--- src/hw/rtl/assert_macros.svh ---
// Assertion macros used by the top level of the delta index list encoder.
// Depends on nothing; define ASSERT_OFF to compile the checks away.
`ifndef ASSERT_MACROS_SVH
`define ASSERT_MACROS_SVH
`ifndef ASSERT_OFF
`define ASSERT_CLK(name, clk, rst_n, prop) \
	name: assert property (@(posedge clk) disable iff (!rst_n) prop) \
		else $error("assertion failed");
`define ASSERT_NEVER(name, clk, rst_n, cond) \
	name: assert property (@(posedge clk) disable iff (!rst_n) !(cond)) \
		else $error("forbidden condition seen");
`else
`define ASSERT_CLK(name, clk, rst_n, prop)
`define ASSERT_NEVER(name, clk, rst_n, cond)
`endif
`endif

--- src/hw/rtl/dile_pkg.sv ---
// Shared types and constants of the delta index list encoder.
// Used by the front end, the packet queue, the byte serializer and the top level.
package dile_pkg;

	localparam int PKT_BYTES = 6;
	localparam int PKT_W = 8 * PKT_BYTES;
	localparam int LEN_W = 3;
	localparam int QUEUE_DEPTH_DEF = 2;

	localparam logic [1:0] ACT_KEY  = 2'd0;
	localparam logic [1:0] ACT_HEAD = 2'd1;
	localparam logic [1:0] ACT_NEXT = 2'd2;
	localparam logic [1:0] ACT_NONE = 2'd3;

	localparam logic [15:0] COUNT_TAG  = 16'hF000;
	localparam logic [31:0] FIT14_MASK = 32'hFFFF_C000;
	localparam logic [15:0] TAG14      = 16'h8000;
	localparam logic [31:0] FIT23_MASK = 32'hFF80_0000;
	localparam logic [1:0]  TAG30      = 2'b11;

	localparam logic [LEN_W-1:0] LEN_KEY  = 3'd1;
	localparam logic [LEN_W-1:0] LEN_HEAD = 3'd6;
	localparam logic [LEN_W-1:0] LEN_D14  = 3'd2;
	localparam logic [LEN_W-1:0] LEN_D23  = 3'd3;
	localparam logic [LEN_W-1:0] LEN_D30  = 3'd4;

	// One classified item: bytes to send, least significant first.
	typedef struct packed {
		logic [PKT_W-1:0] data;
		logic [LEN_W-1:0] len;
		logic             wide;
	} pkt_t;

	typedef struct packed {
		logic not_empty;
		logic full;
	} q_stat_t;

endpackage

--- src/hw/rtl/delta_index_list_encoder.sv ---
// Top level of the delta index list encoder: front end, packet queue, serializer.
// Depends on dile_pkg, dile_front, dile_queue, dile_back and assert_macros.svh.
//
//  channel | handshake            | payload
//  --------+----------------------+------------------------------------------
//  in      | in_valid / in_ready  | action, name_byte, list_count, index_value
//  out     | out_valid / out_ready| out_byte, last_byte, delta_too_wide
//
// The output sends one byte per cycle while out_ready is high; an item has 1
// byte for a key, 2 to 4 bytes for a next index and 6 bytes for a header.
// The input takes one item per cycle while the packet queue has room.
// Reset clears the previous index to zero and empties the queue and serializer.
// Either side may stall; the queue lets the front end run ahead of the output.
`include "assert_macros.svh"
module delta_index_list_encoder #(
	parameter int QUEUE_DEPTH = dile_pkg::QUEUE_DEPTH_DEF
) (
	input  logic        clk,
	input  logic        arst_n,
	input  logic        in_valid,
	output logic        in_ready,
	input  logic [1:0]  action,
	input  logic [7:0]  name_byte,
	input  logic [11:0] list_count,
	input  logic [31:0] index_value,
	output logic        out_valid,
	input  logic        out_ready,
	output logic [7:0]  out_byte,
	output logic        last_byte,
	output logic        delta_too_wide
);
	import dile_pkg::*;

	pkt_t    wr_pkt;
	pkt_t    rd_pkt;
	q_stat_t q_stat;
	logic    push;
	logic    pop;
	logic    drain_beat;
	logic    wide_tag_bad;

	dile_front u_front (
		.clk         (clk),
		.arst_n      (arst_n),
		.in_valid    (in_valid),
		.in_ready    (in_ready),
		.action      (action),
		.name_byte   (name_byte),
		.list_count  (list_count),
		.index_value (index_value),
		.q_stat      (q_stat),
		.push        (push),
		.pkt         (wr_pkt)
	);

	dile_queue #(
		.DEPTH (QUEUE_DEPTH)
	) u_queue (
		.clk    (clk),
		.arst_n (arst_n),
		.push   (push),
		.wr_pkt (wr_pkt),
		.pop    (pop),
		.rd_pkt (rd_pkt),
		.stat   (q_stat)
	);

	dile_back u_back (
		.clk            (clk),
		.arst_n         (arst_n),
		.q_pkt          (rd_pkt),
		.q_stat         (q_stat),
		.pop            (pop),
		.out_valid      (out_valid),
		.out_ready      (out_ready),
		.out_byte       (out_byte),
		.last_byte      (last_byte),
		.delta_too_wide (delta_too_wide)
	);

	assign drain_beat   = out_valid && out_ready && last_byte && !q_stat.not_empty;
	assign wide_tag_bad = out_valid && delta_too_wide && last_byte
		&& (out_byte[7:6] != TAG30);

	// A packet keeps the output busy until its final byte.
	`ASSERT_CLK(a_burst_continues, clk, arst_n, out_valid && !last_byte |=> out_valid)
	// With nothing queued, the final byte leaving leaves the output idle.
	`ASSERT_CLK(a_drain_idle, clk, arst_n, drain_beat |=> !out_valid)
	// A flagged delta always closes with the long tag in its top byte.
	`ASSERT_NEVER(a_wide_tag, clk, arst_n, wide_tag_bad)

endmodule

--- src/hw/rtl/dile_front.sv ---
// Front end: accepts input items, forms the delta and packs each item's bytes.
// Depends on dile_pkg.
module dile_front (
	input  logic                   clk,
	input  logic                   arst_n,
	input  logic                   in_valid,
	output logic                   in_ready,
	input  logic [1:0]             action,
	input  logic [7:0]             name_byte,
	input  logic [11:0]            list_count,
	input  logic [31:0]            index_value,
	input  dile_pkg::q_stat_t      q_stat,
	output logic                   push,
	output dile_pkg::pkt_t         pkt
);
	import dile_pkg::*;

	logic [31:0] prev_index_q;
	logic [31:0] delta;
	logic        accept;

	assign in_ready = !q_stat.full;
	assign accept   = in_valid && in_ready;
	assign push     = accept && (action != ACT_NONE);
	assign delta    = index_value - prev_index_q;

	always_comb begin
		pkt = '0;
		case (action)
			ACT_KEY: begin
				pkt.data = {{(PKT_W-8){1'b0}}, name_byte};
				pkt.len  = LEN_KEY;
			end
			ACT_HEAD: begin
				pkt.data = {index_value, COUNT_TAG | {4'b0, list_count}};
				pkt.len  = LEN_HEAD;
			end
			ACT_NEXT: begin
				if ((delta & FIT14_MASK) == 32'd0) begin
					pkt.data = {{(PKT_W-16){1'b0}}, TAG14 | delta[15:0]};
					pkt.len  = LEN_D14;
				end else if ((delta & FIT23_MASK) == 32'd0) begin
					pkt.data = {{(PKT_W-24){1'b0}}, delta[23:0]};
					pkt.len  = LEN_D23;
				end else begin
					// Bits 31..30 are dropped under the long tag and flagged.
					pkt.data = {{(PKT_W-32){1'b0}}, TAG30, delta[29:0]};
					pkt.len  = LEN_D30;
					pkt.wide = |delta[31:30];
				end
			end
			default: begin
				pkt = '0;
			end
		endcase
	end

	always_ff @(posedge clk or negedge arst_n) begin
		if (!arst_n) begin
			prev_index_q <= '0;
		end else if (accept && (action == ACT_HEAD || action == ACT_NEXT)) begin
			prev_index_q <= index_value;
		end
	end

endmodule

--- src/hw/rtl/dile_queue.sv ---
// Small packet queue between the front end and the byte serializer.
// Depends on dile_pkg.
module dile_queue #(
	parameter int DEPTH = dile_pkg::QUEUE_DEPTH_DEF
) (
	input  logic              clk,
	input  logic              arst_n,
	input  logic              push,
	input  dile_pkg::pkt_t    wr_pkt,
	input  logic              pop,
	output dile_pkg::pkt_t    rd_pkt,
	output dile_pkg::q_stat_t stat
);
	import dile_pkg::*;

	localparam int AW = (DEPTH > 1) ? $clog2(DEPTH) : 1;
	localparam int CW = $clog2(DEPTH + 1);

	pkt_t          slot_q [DEPTH];
	logic [AW-1:0] wr_ptr_q;
	logic [AW-1:0] rd_ptr_q;
	logic [CW-1:0] count_q;

	assign rd_pkt         = slot_q[rd_ptr_q];
	assign stat.not_empty = (count_q != '0);
	assign stat.full      = (count_q == CW'(DEPTH));

	always_ff @(posedge clk) begin
		if (push) begin
			slot_q[wr_ptr_q] <= wr_pkt;
		end
	end

	always_ff @(posedge clk or negedge arst_n) begin
		if (!arst_n) begin
			wr_ptr_q <= '0;
			rd_ptr_q <= '0;
			count_q  <= '0;
		end else begin
			if (push) begin
				wr_ptr_q <= (wr_ptr_q == AW'(DEPTH - 1)) ? '0 : wr_ptr_q + 1'b1;
			end
			if (pop) begin
				rd_ptr_q <= (rd_ptr_q == AW'(DEPTH - 1)) ? '0 : rd_ptr_q + 1'b1;
			end
			if (push && !pop) begin
				count_q <= count_q + 1'b1;
			end else if (pop && !push) begin
				count_q <= count_q - 1'b1;
			end
		end
	end

endmodule

--- src/hw/rtl/dile_back.sv ---
// Byte serializer: takes packets from the queue and sends one byte per beat.
// Depends on dile_pkg.
module dile_back (
	input  logic                  clk,
	input  logic                  arst_n,
	input  dile_pkg::pkt_t        q_pkt,
	input  dile_pkg::q_stat_t     q_stat,
	output logic                  pop,
	output logic                  out_valid,
	input  logic                  out_ready,
	output logic [7:0]            out_byte,
	output logic                  last_byte,
	output logic                  delta_too_wide
);
	import dile_pkg::*;

	logic [PKT_W-1:0] data_q;
	logic [LEN_W-1:0] rem_q;
	logic             wide_q;

	assign out_valid      = (rem_q != '0);
	assign out_byte       = data_q[7:0];
	assign last_byte      = (rem_q == LEN_W'(1));
	assign delta_too_wide = wide_q;

	// The next packet loads while the last byte of the current one leaves.
	assign pop = q_stat.not_empty && (!out_valid || (out_ready && last_byte));

	always_ff @(posedge clk or negedge arst_n) begin
		if (!arst_n) begin
			rem_q <= '0;
		end else if (pop) begin
			rem_q <= q_pkt.len;
		end else if (out_valid && out_ready) begin
			rem_q <= rem_q - 1'b1;
		end
	end

	always_ff @(posedge clk) begin
		if (pop) begin
			data_q <= q_pkt.data;
			wide_q <= q_pkt.wide;
		end else if (out_valid && out_ready) begin
			data_q <= data_q >> 8;
		end
	end

endmodule
--- config.mk ---
export PLATFORM = sky130hd
export DESIGN_NAME = delta_index_list_encoder
export DESIGN_NICKNAME = d
export VERILOG_FILES = /design/src/hw/rtl/dile_pkg.sv /design/src/hw/rtl/delta_index_list_encoder.sv /design/src/hw/rtl/dile_front.sv /design/src/hw/rtl/dile_queue.sv /design/src/hw/rtl/dile_back.sv
export VERILOG_INCLUDE_DIRS = /design/src /design/src/hw/rtl
export SDC_FILE = /design/constraint.sdc
export NUM_CORES = 1
export LEC_CHECK = 0
export BUFFER_PORTS_ARGS = -buffer_cell sky130_fd_sc_hd__buf_2
export CORE_UTILIZATION = 66
export DETAILED_ROUTE_END_ITERATION = 8
export GPL_TIMING_DRIVEN = 0
export PLACE_DENSITY = 0.95
export REMOVE_ABC_BUFFERS = 1
export SLEW_MARGIN = 25
export SYNTH_ARGS = -nofsm -noshare
export SYNTH_HDL_FRONTEND = slang
export SYNTH_SLANG_ARGS = --single-unit
--- constraint.sdc ---
create_clock -name clk -period 11.4 [get_ports clk]
set_input_delay 2.28 -clock clk [delete_from_list [all_inputs] [get_ports clk]]
set_output_delay 2.28 -clock clk [all_outputs]
set_load 0.02 [all_outputs]
# == Word-level counts from Yosys, hierarchy flattened ==
# Memory sizes are Yosys's and may differ from the RTL's.
# Index checks and enable logic that the tools add are counted.
# totals
regBits,88
mem_bits_rw,104
inputBits,58
n_memories,1
# memory_table
name,words,word_bits,rd,rd_clocked_by_memory_dff,wr,line_no,rtl
u_queue.slot_q,2,52,1,0,1,dile_queue.sv:19,pkt_t slot_q [DEPTH];
# op_classes
add_sub_neg,6
n_eq_ne,5
muxes,16
n_reduce_logical,22
# op_table
cell,n
51-bit one-hot mux with 3 select lines,1
48-bit 2-to-1 mux,2
35-bit 2-to-1 mux,2
32-bit logical NOT,2
32-bit subtractor,1
1-bit logical AND,8
1-bit 2-to-1 mux,7
3-bit 2-to-1 mux,2
2-bit nonzero test,3
"2-bit equality test, second input constant",2
1-bit logical NOT,4
2-bit 2-to-1 mux,2
"3-bit by 1-bit equality test with 1-bit output, second input constant",1
3-bit nonzero test,1
"3-bit by 1-bit subtractor with 3-bit output, second input constant",1
"1-bit adder, second input constant",2
"2-bit by 1-bit adder with 2-bit output, second input constant",1
"2-bit by 1-bit equality test with 1-bit output, second input constant",1
2-bit logical NOT,1
1-bit logical OR,2
"2-bit != test, second input constant",1
2-bit OR reduction,1
"2-bit by 1-bit subtractor with 2-bit output, second input constant",1

# == Longest topological paths before layout ==
# depth
depth_word,8
ltp_mapped,12

# == Hierarchy ==
# From an unflattened synthesis, not the netlist that was laid out.
# hier_totals
hier_cells,834
area_unflattened_um2,10792.9
# modules_own_cells
module,instances,cells_per_inst,area_each_um2,seq_area_each_um2
dile_queue,1,178,4192.8,3223.1
dile_front,1,518,4028.9,800.8
dile_back,1,138,2571.2,1546.5

# == Worst setup path after synthesis ==
# OpenSTA, ideal clock, no wires.
# synth_path
path_type,in2reg
from,input port action[0]
to,memory u_queue.slot_q[0][0] (netlist bit) (enable)
setup_ns,0.526
arrival_time_ns,6.060
path_slack_ns,4.814
path_stages,2
path_cell_list,ha_1 nor3_1
# synth_between
elab_chain_cells,4
# synth_rtl
item,line_no,rtl
from (decl),delta_index_list_encoder.sv:22,"input logic [1:0] action,"
2-bit != test,dile_front.sv:24,assign push = accept && (action != ACT_NONE);
1-bit logical AND,dile_front.sv:24,
1-bit 2-to-1 mux,dile_queue.sv:29,if (push) begin
1-bit 2-to-1 mux (not written as such),dile_queue.sv:30,slot_q[wr_ptr_q] <= wr_pkt;
to (decl),dile_queue.sv:19,
# No other way between the ends.

==> run summary <==
Traced cell by cell, the critical path runs through buf_2 > inv_1 > ha_1 > fa_1 > nand2b_1 > a21oi_2 > o2111ai_1 > a21oi_1 > nor3_1 > xnor2_1 > nor3_1 > nand4_1 > o21ai_0. For the final database, setup skew stands at 0.01433 ns. Along the worst path, the maximum fanout reaches 5. The normalized max-slew margin is 0.4173, and the number of detailed-route iterations in the first pass is 8. Derived from the worst setup path, the maximum achievable clock frequency is 172.3 MHz.

The total count of max-transition violations in the final report is 0, and the max-capacitance violation count is 0. Counting distinct cell types in the post-synthesis netlist gives 71. The post-route clock period utilization came out at 0.5090. The first global-routing pass estimated 35890 um of wire. The largest stage delay on the critical path works out to 0.66 ns. The average wire length per cell after detail routing is 20.49 um.

In this run the number of H-tree levels came out at 4. The run gives 15990 um as the half-perimeter wire length after placement. The DRC violation count after routing was 18; the count of fill cells added during filler insertion was 917. The effective utilization at floorplan is 0.6816.

For this block, the via count after detailed routing is 7008. The total setup buffers inserted after CTS was 0; the post-synthesis instance area was 9982 um^2. The total routing usage reported by global routing is 0.3023. The die covers 15620 um^2. The run gives 72 as the largest net degree at the start of global routing. At the worst endpoint, the required time is 11.61 ns. The run gives 0 as the count of hold buffers inserted by post-cts repair. The routed wire length came out at 22540 um. The clock drives 192 sinks. Counting instances in the post-synthesis netlist gives the leading cell types as sky130_fd_sc_hd__edfxtp_1, sky130_fd_sc_hd__nand2_1, sky130_fd_sc_hd__o21ai_0. The number of buffers and inverters on the critical path is 2.

The residual antenna-violating net count after detailed routing came out at 0. The library cell occupying the most area in the post-synthesis netlist is sky130_fd_sc_hd__edfxtp_1. The die boundary width works out to 125.0 um. The pin slew with the least headroom to its limit was 0.8520 ns. The most common cell type on the critical path is sky130_fd_sc_hd__nor3_1. The post-synthesis sequential area ratio is 0.5580. 0 antenna diodes ended up in the layout. The tools report the violation count after the first detailed-routing iteration as 618. Synthesis produced a netlist whose cell count is 852.

The number of endpoints with negative hold slack in the final report was 0; the count of flip-flops with a built-in enable after synthesis was 153. From synthesis to final layout, the design area changed by 11.71%. Setup repair after global routing left no endpoint under its margin. The run gives 0 as the number of gates resized after CTS.

Global placement routability congestion: 0.9212. Row generation in the floorplan step produced 44 rows. From bottom edge to top edge, the die measures 125.0 um. After detailed routing, the number of vias per cell comes to 6.371. The number of antenna violations at the first check in global routing is 0.

Sorting the synthesized cells by area gives the leading types as sky130_fd_sc_hd__edfxtp_1, sky130_fd_sc_hd__dfrtp_1, sky130_fd_sc_hd__mux2i_1. The final reports fail on design-rule violations. The run finished, with violations left. Setup violations remaining at the end of the flow were counted as 0. In the final timing run, aggregate negative setup slack is 0 ns.

The clock-pin slew reported for the worst setup and hold paths after clock tree synthesis came out at 0.08 ns. Among all flip-flop cells after synthesis, the most frequent one is sky130_fd_sc_hd__edfxtp_1. Share of flip-flops with an asynchronous set or reset: 0.2031. Final period demand of the worst path: 5.802 ns.

The most used standard cell by instance count after synthesis was sky130_fd_sc_hd__edfxtp_1. The count of buffers inserted at the top-level ports was 69; the clock insertion delay at the later pin of the skew report was 0.44 ns. The clock passes through at most 2 buffers.

Pin placement for this block handled 70 I/O pins. The share of final-layout standard cells stronger than drive strength 1 was 0.1845; the total power per unit cell area was 287.2 nW/um^2. The top cell family by delay on the critical path is simple AND/OR/NAND/NOR gates. The cell at the root of the clock tree was sky130_fd_sc_hd__clkbuf_16.

The tools report the post-route core utilization as 0.7614. The run gives 17 as the total clock buffers created by CTS. The floorplan step defined a core boundary enclosing 14640 um^2. Summed over all cells, the static leakage comes to 4.582 nW. The average instance in the mapped netlist occupies 11.72 um^2. Critical-path cell with the highest stage delay: sky130_fd_sc_hd__nor3_1.

The final layout contains 1002 nets. The logs give 0 for the final global-route overflow total and 0 for the Yosys warning count. Endpoint kind of the worst setup timing path: a flop.

The via count of the first global-routing pass is 6932, and the top cell type's share of synthesized area is 0.4603. The class of the most critical hold timing path is flop to flop. TritonCTS built the clock tree. For the total power consumption of the routed design, the log shows 0.003203 W. The worst setup path is of the input pin to flop kind. Startpoint class of the critical path: an input pin. After synthesis the netlist holds a flip-flop and latch count of 192.

The critical path arrival came out at 6.02 ns. IR analysis of the VDD net gives a maximum drop of 0.0002001 V.
final timing paths:
path | from | to | slack (ns) | depth (start not counted)
worst min register to register | u_front.prev_index_q[14]$_DFFE_PN0P_ | u_front.prev_index_q[14]$_DFFE_PN0P_ | 0.51 | 1
min in group asynchronous | arst_n | u_front.prev_index_q[31]$_DFFE_PN0P_ | 1.84 | 1
worst min-delay path | u_front.prev_index_q[14]$_DFFE_PN0P_ | u_front.prev_index_q[14]$_DFFE_PN0P_ | 0.51 | 1
worst max-delay path | index_value[0] | u_queue.slot_q[0][2]$_DFFE_PP_ | 5.60 | 13
worst max register to register | u_front.prev_index_q[0]$_DFFE_PN0P_ | u_queue.slot_q[0][2]$_DFFE_PP_ | 7.23 | 11
max in group asynchronous | arst_n | u_queue.rd_ptr_q$_DFFE_PN0P_ | 9.11 | 1
worst reg2reg max path, delay by kind of cell, from the launching register on:
kind	cells	cell delay, ns
XOR/XNOR	1	0.13
AO/OA/AOI/OAI	4	1.28
AND/OR/NAND/NOR	4	1.46
adder cells (fa/ha/maj)	2	0.66
flip-flops	1	0.41
cell usage in the layout (no fill, tap or decap), types with 17 or more instances in the layout:
master	count
sky130_fd_sc_hd__a21oi_1	26
sky130_fd_sc_hd__and2_1	17
sky130_fd_sc_hd__buf_2	68
sky130_fd_sc_hd__clkbuf_16	17
sky130_fd_sc_hd__dfrtp_1	38
sky130_fd_sc_hd__edfxtp_1	153
sky130_fd_sc_hd__ha_1	40
sky130_fd_sc_hd__inv_1	45
sky130_fd_sc_hd__mux2_2	32
sky130_fd_sc_hd__mux2i_1	52
sky130_fd_sc_hd__nand2_1	89
sky130_fd_sc_hd__nor2_1	40
sky130_fd_sc_hd__o21ai_0	77
metrics by stage:
step           cell area, um^2  setup slack, ns  hold WS, ns  cells
2_1_floorplan             9764            4.814       0.4538    804
3_3_place_gp             10340            2.680       0.4683   1057
3_5_place_dp             10550            5.403       0.4934   1068
4_1_cts                  11150            5.825       0.5105   1100
5_1_grt                  11150            5.521       0.5268   1100
6_report                 11150            5.598       0.5091   1100
per-layer routing:
layer  wire, um  part of all wire  vias up  GRT usage
met3       1320             0.059       52    0.04750
met4        589             0.026        0     0.1148
met2      11310              0.50      292     0.5186
met1       9314              0.41     3415     0.3903
met5          0                 0        -          0
li1           -                 -     3249          -
where the power goes:
part	total, W	switching (W)	internal [W]
Combinational	0.00142	0.000876	0.000541
Sequential	0.00119	0.000108	0.00109
Clock	0.000592	0.000279	0.000312
Total	0.00320	0.00126	0.00194
final cells by class:
| class | count | area (um^2) | area share |
|---|---|---|---|
| clock buffer | 17 | 425.4 | 0.03815 |
| clock inverter | 15 | 175.2 | 0.01571 |
| inverter | 46 | 175.2 | 0.01571 |
| multi-input combinational | 566 | 4051 | 0.3633 |
| sequential | 192 | 5574 | 0.4999 |
| tap | 184 | 230.2 | 0.02065 |
| timing repair buffer | 80 | 519.2 | 0.04657 |
state kept, by name, indices dropped and copies added (netlist names):
name and flops:
u_queue.slot_q 104, u_back.data_q 48, u_front.prev_index_q 32, u_back.rem_q 3, u_queue.count_q 2, u_back.delta_too_wide 1
u_queue.rd_ptr_q 1, u_queue.wr_ptr_q 1
kinds of logic (layout without fill, tap and decap cells):
family,count (synthesis),after routing,share of synthesized area
AO/OA/AOI/OAI,196,196,0.1330
XOR/XNOR,29,29,0.02544
adder cells (fa/ha/maj),41,41,0.05214
buffers and inverters,94,158,0.03911
flip-flops,192,192,0.5580
AND/OR/NAND/NOR,216,216,0.1040
multiplexers,84,84,0.08824
No activity file was read; power rests on OpenSTA's default activity.
